===== config.mk =====
export PLATFORM = sky130hd
export DESIGN_NAME = utf8_to_utf16_transcoder_flat
export DESIGN_NICKNAME = d
export VERILOG_FILES = /design/src/hw/rtl/u8u16_pkg.sv /design/src/hw/rtl/u8u16_if.sv /design/src/hw/rtl/utf8_to_utf16_transcoder.sv /design/src/hw/rtl/u8u16_decode.sv /design/src/hw/rtl/u8u16_outbuf.sv /design/src/flat_wrapper.sv
export SDC_FILE = /design/constraint.sdc
export NUM_CORES = 1
export LEC_CHECK = 0
export ABC_AREA = 1
export ABC_CLOCK_PERIOD_IN_PS = 4800
export BUFFER_PORTS_ARGS = -buffer_cell sky130_fd_sc_hd__buf_4
export CAP_MARGIN = 20
export CORE_MARGIN = 10
export CORE_UTILIZATION = 50
export CTS_BUF_LIST = sky130_fd_sc_hd__clkbuf_2 sky130_fd_sc_hd__clkbuf_4 sky130_fd_sc_hd__clkbuf_8
export DETAILED_ROUTE_END_ITERATION = 12
export PLACE_DENSITY = 0.8
export SETUP_SLACK_MARGIN = 0.1
export SLEW_MARGIN = 0
export SYNTH_ARGS = -nofsm -noshare
export SYNTH_HDL_FRONTEND = slang
export SYNTH_SLANG_ARGS = --single-unit

===== constraint.sdc =====
create_clock -name clk_i -period 4.8 [get_ports clk_i]
set_clock_uncertainty 0.1 [all_clocks]
set_input_delay 0.96 -clock clk_i [delete_from_list [all_inputs] [get_ports clk_i]]
set_output_delay 0.96 -clock clk_i [all_outputs]
set_load 0.03 [all_outputs]

===== src/hw/rtl/u8u16_pkg.sv =====
// ----------------------------------------------------------------------------
// u8u16_pkg
// Shared types and constants for the UTF-8 to UTF-16 transcoder.
// ----------------------------------------------------------------------------
`default_nettype none

package u8u16_pkg;

  localparam logic [15:0] ReplChar     = 16'hFFFD;
  localparam logic [20:0] MaxCodePoint = 21'h10FFFF;
  localparam logic [20:0] SurrFirst    = 21'h00D800;
  localparam logic [20:0] SurrLast     = 21'h00DFFF;
  localparam logic [20:0] SuppBase     = 21'h010000;
  localparam logic [5:0]  HiSurrTag    = 6'b110110;
  localparam logic [5:0]  LoSurrTag    = 6'b110111;

  // One result item as it leaves the block.
  typedef struct packed {
    logic [15:0] code_unit;
    logic        run_last;
    logic        text_last;
  } out_item_t;

  // Sequence accumulator.
  typedef struct packed {
    logic [20:0] partial_code;
    logic [1:0]  bytes_expected;
  } seq_state_t;

  // Results caused by one input byte: count is 0, 1 or 2.
  typedef struct packed {
    logic [1:0]           count;
    out_item_t [1:0]      items;
  } dec_result_t;

endpackage

`default_nettype wire


===== src/hw/rtl/u8u16_if.sv =====
// ----------------------------------------------------------------------------
// u8u16 channel interfaces
// Byte input channel and code unit output channel, valid/ready handshake.
// ----------------------------------------------------------------------------
`default_nettype none

interface u8u16_byte_if;
  logic       valid;
  logic       ready;
  logic [7:0] byte_value;
  logic       stream_end;

  modport source (output valid, output byte_value, output stream_end, input ready);
  modport sink   (input valid, input byte_value, input stream_end, output ready);
endinterface

interface u8u16_unit_if;
  logic        valid;
  logic        ready;
  logic [15:0] code_unit;
  logic        run_last;
  logic        text_last;

  modport source (output valid, output code_unit, output run_last, output text_last,
                  input ready);
  modport sink   (input valid, input code_unit, input run_last, input text_last,
                  output ready);
endinterface

`default_nettype wire


===== src/hw/rtl/utf8_to_utf16_transcoder.sv =====
// ----------------------------------------------------------------------------
// utf8_to_utf16_transcoder
// Streams UTF-8 bytes in and UTF-16 code units out, replacing bad input.
// ----------------------------------------------------------------------------
//  channel  dir  payload                                  handshake
//  byte_i   in   byte_value[7:0], stream_end              valid/ready
//  unit_o   out  code_unit[15:0], run_last, text_last     valid/ready
//
//  A byte is registered on accept and decoded in the next cycle; its results
//  land in a two-entry result register, which drives unit_o. One byte per
//  cycle is sustained while unit_o stays ready and each byte yields at most
//  one code unit; a byte that yields two (surrogate pair, or a replacement
//  plus a unit) holds the pipe while the output port drains the first of them.
//  Stalls on unit_o back up into byte_i.ready.
//  Reset clears the sequence state and all valid flags; no clearing pass.
// ----------------------------------------------------------------------------
`default_nettype none

module utf8_to_utf16_transcoder (
  input  logic         clk_i,
  input  logic         rst_ni,
  u8u16_byte_if.sink   byte_i,
  u8u16_unit_if.source unit_o
);

  // Input register
  logic       in_vld_q, in_vld_d;
  logic [7:0] byte_q;
  logic       end_q;

  // Open sequence accumulator
  u8u16_pkg::seq_state_t seq_q, seq_d;

  u8u16_pkg::dec_result_t dec_res;
  logic                   buf_free;
  logic                   advance;

  // The held byte moves on once the result register can take its results.
  assign advance      = in_vld_q && buf_free;
  assign byte_i.ready = !in_vld_q || advance;

  always_comb begin
    in_vld_d = in_vld_q;
    if (byte_i.valid && byte_i.ready) begin
      in_vld_d = 1'b1;
    end else if (advance) begin
      in_vld_d = 1'b0;
    end
  end

  always_ff @(posedge clk_i or negedge rst_ni) begin
    if (!rst_ni) begin
      in_vld_q <= 1'b0;
    end else begin
      in_vld_q <= in_vld_d;
    end
  end

  always_ff @(posedge clk_i) begin
    if (byte_i.valid && byte_i.ready) begin
      byte_q <= byte_i.byte_value;
      end_q  <= byte_i.stream_end;
    end
  end

  u8u16_decode u_decode (
    .byte_value_i (byte_q),
    .stream_end_i (end_q),
    .state_i      (seq_q),
    .state_o      (seq_d),
    .result_o     (dec_res)
  );

  // Sequence state only moves together with the byte it belongs to.
  always_ff @(posedge clk_i or negedge rst_ni) begin
    if (!rst_ni) begin
      seq_q <= '0;
    end else if (advance) begin
      seq_q <= seq_d;
    end
  end

  u8u16_outbuf u_outbuf (
    .clk_i    (clk_i),
    .rst_ni   (rst_ni),
    .load_i   (advance),
    .result_i (dec_res),
    .free_o   (buf_free),
    .unit_o   (unit_o)
  );

endmodule

`default_nettype wire


===== src/hw/rtl/u8u16_decode.sv =====
// ----------------------------------------------------------------------------
// u8u16_decode
// Combinational decode of one byte against the open sequence state.
// ----------------------------------------------------------------------------
`default_nettype none

module u8u16_decode (
  input  logic [7:0]             byte_value_i,
  input  logic                   stream_end_i,
  input  u8u16_pkg::seq_state_t  state_i,
  output u8u16_pkg::seq_state_t  state_o,
  output u8u16_pkg::dec_result_t result_o
);

  logic        seq_open;
  logic        is_cont;
  logic        cont_hit;
  logic        completes;
  logic [20:0] shifted;
  logic        cp_bad;
  logic [20:0] cp;
  logic [19:0] supp_off;
  logic [1:0]  idx;
  logic [1:0][15:0] units;
  u8u16_pkg::seq_state_t st;

  assign seq_open = (state_i.bytes_expected != 2'd0);
  assign is_cont  = (byte_value_i[7:6] == 2'b10);
  assign cont_hit = seq_open && is_cont;
  assign shifted  = {state_i.partial_code[14:0], byte_value_i[5:0]};
  assign completes = cont_hit && (state_i.bytes_expected == 2'd1);

  // Out-of-range and surrogate values collapse to the replacement char.
  assign cp_bad = (shifted > u8u16_pkg::MaxCodePoint) ||
                  ((shifted >= u8u16_pkg::SurrFirst) && (shifted <= u8u16_pkg::SurrLast));
  assign cp       = cp_bad ? {5'd0, u8u16_pkg::ReplChar} : shifted;
  assign supp_off = 20'(cp - u8u16_pkg::SuppBase);

  always_comb begin
    st    = state_i;
    idx   = 2'd0;
    units = '0;

    if (cont_hit) begin
      st.partial_code   = shifted;
      st.bytes_expected = state_i.bytes_expected - 2'd1;
      if (completes) begin
        st.partial_code = '0;
        if (cp[20:16] == 5'd0) begin
          units[0] = cp[15:0];
          idx      = 2'd1;
        end else begin
          units[0] = {u8u16_pkg::HiSurrTag, supp_off[19:10]};
          units[1] = {u8u16_pkg::LoSurrTag, supp_off[9:0]};
          idx      = 2'd2;
        end
      end
    end else begin
      // interrupted sequence: replace it, then take the byte as a lead
      if (seq_open) begin
        units[0] = u8u16_pkg::ReplChar;
        idx      = 2'd1;
        st       = '0;
      end
      if (!byte_value_i[7]) begin
        units[idx[0]] = {8'd0, byte_value_i};
        idx           = idx + 2'd1;
      end else if (byte_value_i[7:5] == 3'b110) begin
        st.partial_code   = {16'd0, byte_value_i[4:0]};
        st.bytes_expected = 2'd1;
      end else if (byte_value_i[7:4] == 4'b1110) begin
        st.partial_code   = {17'd0, byte_value_i[3:0]};
        st.bytes_expected = 2'd2;
      end else if (byte_value_i[7:3] == 5'b11110) begin
        st.partial_code   = {18'd0, byte_value_i[2:0]};
        st.bytes_expected = 2'd3;
      end else begin
        units[idx[0]] = u8u16_pkg::ReplChar;
        idx           = idx + 2'd1;
      end
    end

    // truncated tail
    if (stream_end_i) begin
      if (st.bytes_expected != 2'd0) begin
        units[idx[0]] = u8u16_pkg::ReplChar;
        idx           = idx + 2'd1;
      end
      st = '0;
    end
  end

  always_comb begin
    result_o.count = idx;
    for (int i = 0; i < 2; i++) begin
      result_o.items[i].code_unit = units[i];
      result_o.items[i].run_last  = (idx == 2'(i + 1));
      result_o.items[i].text_last = (idx == 2'(i + 1)) && stream_end_i;
    end
  end

  assign state_o = st;

endmodule

`default_nettype wire


===== src/hw/rtl/u8u16_outbuf.sv =====
// ----------------------------------------------------------------------------
// u8u16_outbuf
// Two-entry result register; drains one code unit per cycle while unit_o is ready.
// ----------------------------------------------------------------------------
`default_nettype none

module u8u16_outbuf (
  input  logic                    clk_i,
  input  logic                    rst_ni,
  input  logic                    load_i,
  input  u8u16_pkg::dec_result_t  result_i,
  output logic                    free_o,
  u8u16_unit_if.source            unit_o
);

  logic [1:0]                 cnt_q, cnt_d;
  u8u16_pkg::out_item_t [1:0] slot_q, slot_d;
  logic                       pop;

  assign pop    = (cnt_q != 2'd0) && unit_o.ready;
  // Room for a new item's results once the last held one leaves.
  assign free_o = (cnt_q == 2'd0) || ((cnt_q == 2'd1) && unit_o.ready);

  always_comb begin
    cnt_d  = cnt_q;
    slot_d = slot_q;
    if (load_i) begin
      cnt_d  = result_i.count;
      slot_d = result_i.items;
    end else if (pop) begin
      cnt_d     = cnt_q - 2'd1;
      slot_d[0] = slot_q[1];
    end
  end

  always_ff @(posedge clk_i or negedge rst_ni) begin
    if (!rst_ni) begin
      cnt_q <= 2'd0;
    end else begin
      cnt_q <= cnt_d;
    end
  end

  always_ff @(posedge clk_i) begin
    slot_q <= slot_d;
  end

  assign unit_o.valid     = (cnt_q != 2'd0);
  assign unit_o.code_unit = slot_q[0].code_unit;
  assign unit_o.run_last  = slot_q[0].run_last;
  assign unit_o.text_last = slot_q[0].text_last;

endmodule

`default_nettype wire


===== src/flat_wrapper.sv =====
// flat-port wrapper written by rule: the top's interface ports become plain ports
module utf8_to_utf16_transcoder_flat 
  (clk_i, rst_ni, byte_i_valid, byte_i_byte_value, byte_i_stream_end, byte_i_ready, unit_o_valid, unit_o_code_unit, unit_o_run_last, unit_o_text_last, unit_o_ready);
  u8u16_byte_if byte_i_i ();
  u8u16_unit_if unit_o_i ();
  input  logic clk_i;
  input  logic rst_ni;
  input wire logic [$bits(byte_i_i.valid)-1:0] byte_i_valid;
  input wire logic [$bits(byte_i_i.byte_value)-1:0] byte_i_byte_value;
  input wire logic [$bits(byte_i_i.stream_end)-1:0] byte_i_stream_end;
  output wire logic [$bits(byte_i_i.ready)-1:0] byte_i_ready;
  output wire logic [$bits(unit_o_i.valid)-1:0] unit_o_valid;
  output wire logic [$bits(unit_o_i.code_unit)-1:0] unit_o_code_unit;
  output wire logic [$bits(unit_o_i.run_last)-1:0] unit_o_run_last;
  output wire logic [$bits(unit_o_i.text_last)-1:0] unit_o_text_last;
  input wire logic [$bits(unit_o_i.ready)-1:0] unit_o_ready;
  assign byte_i_i.valid = byte_i_valid;
  assign byte_i_i.byte_value = byte_i_byte_value;
  assign byte_i_i.stream_end = byte_i_stream_end;
  assign byte_i_ready = byte_i_i.ready;
  assign unit_o_valid = unit_o_i.valid;
  assign unit_o_code_unit = unit_o_i.code_unit;
  assign unit_o_run_last = unit_o_i.run_last;
  assign unit_o_text_last = unit_o_i.text_last;
  assign unit_o_i.ready = unit_o_ready;
  utf8_to_utf16_transcoder u_core (.clk_i(clk_i), .rst_ni(rst_ni), .byte_i(byte_i_i), .unit_o(unit_o_i));
endmodule

==> metrics <==
gr ovfl total=0; leakage power total=1.81 nW; crit path DAT=3.04 ns; overall routing resource usage=15.2%; Worst Setup Start Kind=input pin; GP Congestion=0.952; Crit path max-delay family=buffers and inverters; syn avg cell area=9.10 sq um; critical path buffer and inverter count=3; fin area=0.00391 sq mm; Die Y=104 microns; Site Rows=30; clk sinks=61; Mapped Cells=388; RSZ-0062 raised after global routing=no; CTS tree=done; Worst Tran Pin Value=0.744 ns; Die ar.=0.0108 sq mm; cell area after synthesis=0.00353 sq mm; setup TNS=0 ns; worst min path class=in2async; ys flop type=edfxtp_1; register area share after synthesis=49.0%; Slew Viols, Final=0; CP max stage delay=0.73 ns; CTS buffer count=9; largest net degree at the start of global routing=36; Routed Antenna Nets=0; CP most frequent cell=buf_4; clock transition at the registers of the reported paths=0.06 ns; Synth Net Count=407; Worst Setup Slack, final=1.84 ns; drt wl/cell=16.2 microns; ANT cells=0; area leader, netlist=edfxtp_1; Post CTS Setup Buffer Count=0; ranking of synthesized cells by area=edfxtp_1 35%, dfrtp_1 14%, nand2_1 7.7%; first-pass GRT wire length=13400 microns; final worst-path cycle share=61.6%; CORE AREA=0.00683 sq mm; final setup fails=0; CP max-delay cell=a41oi_2; CP endpoint kind=flop; status=finished, final reports clean; Vias=2785; cts hold-fix bufs=0; minimum clock period=2.96 ns; synth-to-layout area growth=10.8%; fraction of layout cells with a size suffix above 1=24.0%; DP Worst Slack=1.52 ns; Seq cells post-synth=61; detailed placement HPWL=6120 microns; DRC=0; Max Freq=338 MHz; Die X=104 microns; Final Hold Vio Count=0; Post-synth ARST share=32.8%; Ys Warns=0; Yosys cell types=37; initial antenna violation count=0; worst-path fanout max=35; Final Net Count=426; TritonRoute pass-1 iters=8; share of the synthesized area in the top cell type=34.9%; I/O pins=33; DR iter-0 viols=247; Worst slew margin=50.3%; drt total wl=8220 microns; PwrDens=654 mW/mm^2; Max VDD drop=0.000291 V; path type of the worst setup path=in2reg; number of flops mapped to enable cells by yosys=41; CTS resizes=0; top-count cell post-synth=nand2_1; CTS Buffer Depth=2; CTS root buffer=clkbuf_8; crit path cell chain=buf_4 > a21oi_1 > nor2_2 > buf_4 > clkinv_1 > a41oi_2 > o22ai_1; CP required=4.88 ns; Port Buf Inserts=32; CTS H-tree lvls=3; starting density of the core=51.7%; dpl cell area=0.00372 sq mm; synth cell count leaders=72 x nand2_1, 55 x inv_1, 41 x edfxtp_1; number of vias per cell=5.48; vias in the first global route=2646; worst skew pair latency=0.34 ns; Max Cap Viol=0
## metal layers
layer | vias up | global-route usage [%] | share of wire [%]
li1 | 1335 | - | -
met1 | 1291 | 19.2 | 43
met2 | 140 | 24.8 | 47
met3 | 19 | 2.79 | 7.0
met4 | 0 | 6.66 | 2.4
met5 | - | 0 | 0
## sequential cells by signal (all words and copies together), names as in the netlist
signal / cells
u_core.seq_q: 17
u_core.u_outbuf.unit_o.code_unit: 16
u_core.u_outbuf.slot_q: 14
u_core.byte_q: 8
u_core.u_outbuf.cnt_q: 2
u_core.end_q: 1
u_core.in_vld_q: 1
u_core.u_outbuf.unit_o.run_last: 1
u_core.u_outbuf.unit_o.text_last: 1
## power breakdown
group,switching (mW),internal [mW],leakage (nW),total (mW)
sequential,0.0896,0.856,0.665,0.946
clock,0.193,0.248,0.0976,0.440
combinational,0.796,0.376,1.05,1.17
total,1.08,1.48,1.81,2.56
## through the flow
stage	power (mW)	hold slack [ns]	cells	util, %
CTS	2.57	0.388	508	57.3
detailed placement	2.12	0.373	492	54.5
global placement	2.09	0.367	492	54.5
finish	2.56	0.391	508	57.3
floorplan	1.88	0.349	388	-
global route	2.73	0.401	508	57.3
## worst register-to-register path: cells and delay by family, from the launching register on
family	cells	cell delay (ns)
fa+ha+maj	1	0.19
simple gates	1	0.08
compound gates	3	0.96
flops	1	0.39
buf+inv	3	1.03
## cell families (layout without fill, tap and decap cells)
| kind of cell | count (synthesis) | in the layout | share of synthesized area (%) |
|---|---|---|---|
| compound gates | 80 | 80 | 13.9 |
| fa+ha+maj | 6 | 6 | 2.13 |
| buf+inv | 90 | 114 | 12.0 |
| flops | 61 | 61 | 49.0 |
| simple gates | 151 | 151 | 23.0 |
## path summary, 6_finish.rpt
kind                                                      start                                   end  slack [ns]  cells after the start
max reg2reg                u_core.u_outbuf.cnt_q[0]$_DFFE_PN0P_          u_core.seq_q[11]$_DFFE_PN0P_        1.89                      8
min reg2reg                u_core.u_outbuf.cnt_q[1]$_DFFE_PN0P_  u_core.u_outbuf.cnt_q[1]$_DFFE_PN0P_        0.42                      2
min                                                      rst_ni           u_core.seq_q[8]$_DFFE_PN0P_        0.39                      1
max in group asynchronous                                rst_ni  u_core.u_outbuf.cnt_q[0]$_DFFE_PN0P_        4.00                      1
min in group clk_i         u_core.u_outbuf.cnt_q[1]$_DFFE_PN0P_  u_core.u_outbuf.cnt_q[1]$_DFFE_PN0P_        0.42                      2
max                                                unit_o_ready          u_core.seq_q[11]$_DFFE_PN0P_        1.84                      7
## placed cells by master (no fill, tap or decap), drive strengths merged, types with 3 or more instances in the layout
master | Yosys | routed
o22ai | 19 | 19
clkbuf | 3 | 11
inv | 64 | 64
dfrtp | 20 | 20
nor2 | 25 | 25
a21oi | 17 | 17
nand3 | 24 | 24
nand4 | 7 | 7
a31oi | 5 | 5
buf | 22 | 33
clkinv | 1 | 4
nor3 | 3 | 3
ha | 6 | 6
or2 | 4 | 4
edfxtp | 41 | 41
o21ai | 26 | 26
nand2 | 88 | 88
o211ai | 6 | 6
## final cells by class
cell class | count | area [sq um]
Fill cell | 617 | 2920
Sequential cell | 61 | 1730
Multi-Input combinational cell | 237 | 1380
Inverter | 65 | 249
Timing Repair Buffer | 33 | 248
Clock buffer | 11 | 139
Tap cell | 96 | 120
Clock inverter | 5 | 51.3
Note: power is estimated with default switching activity, not from simulation.
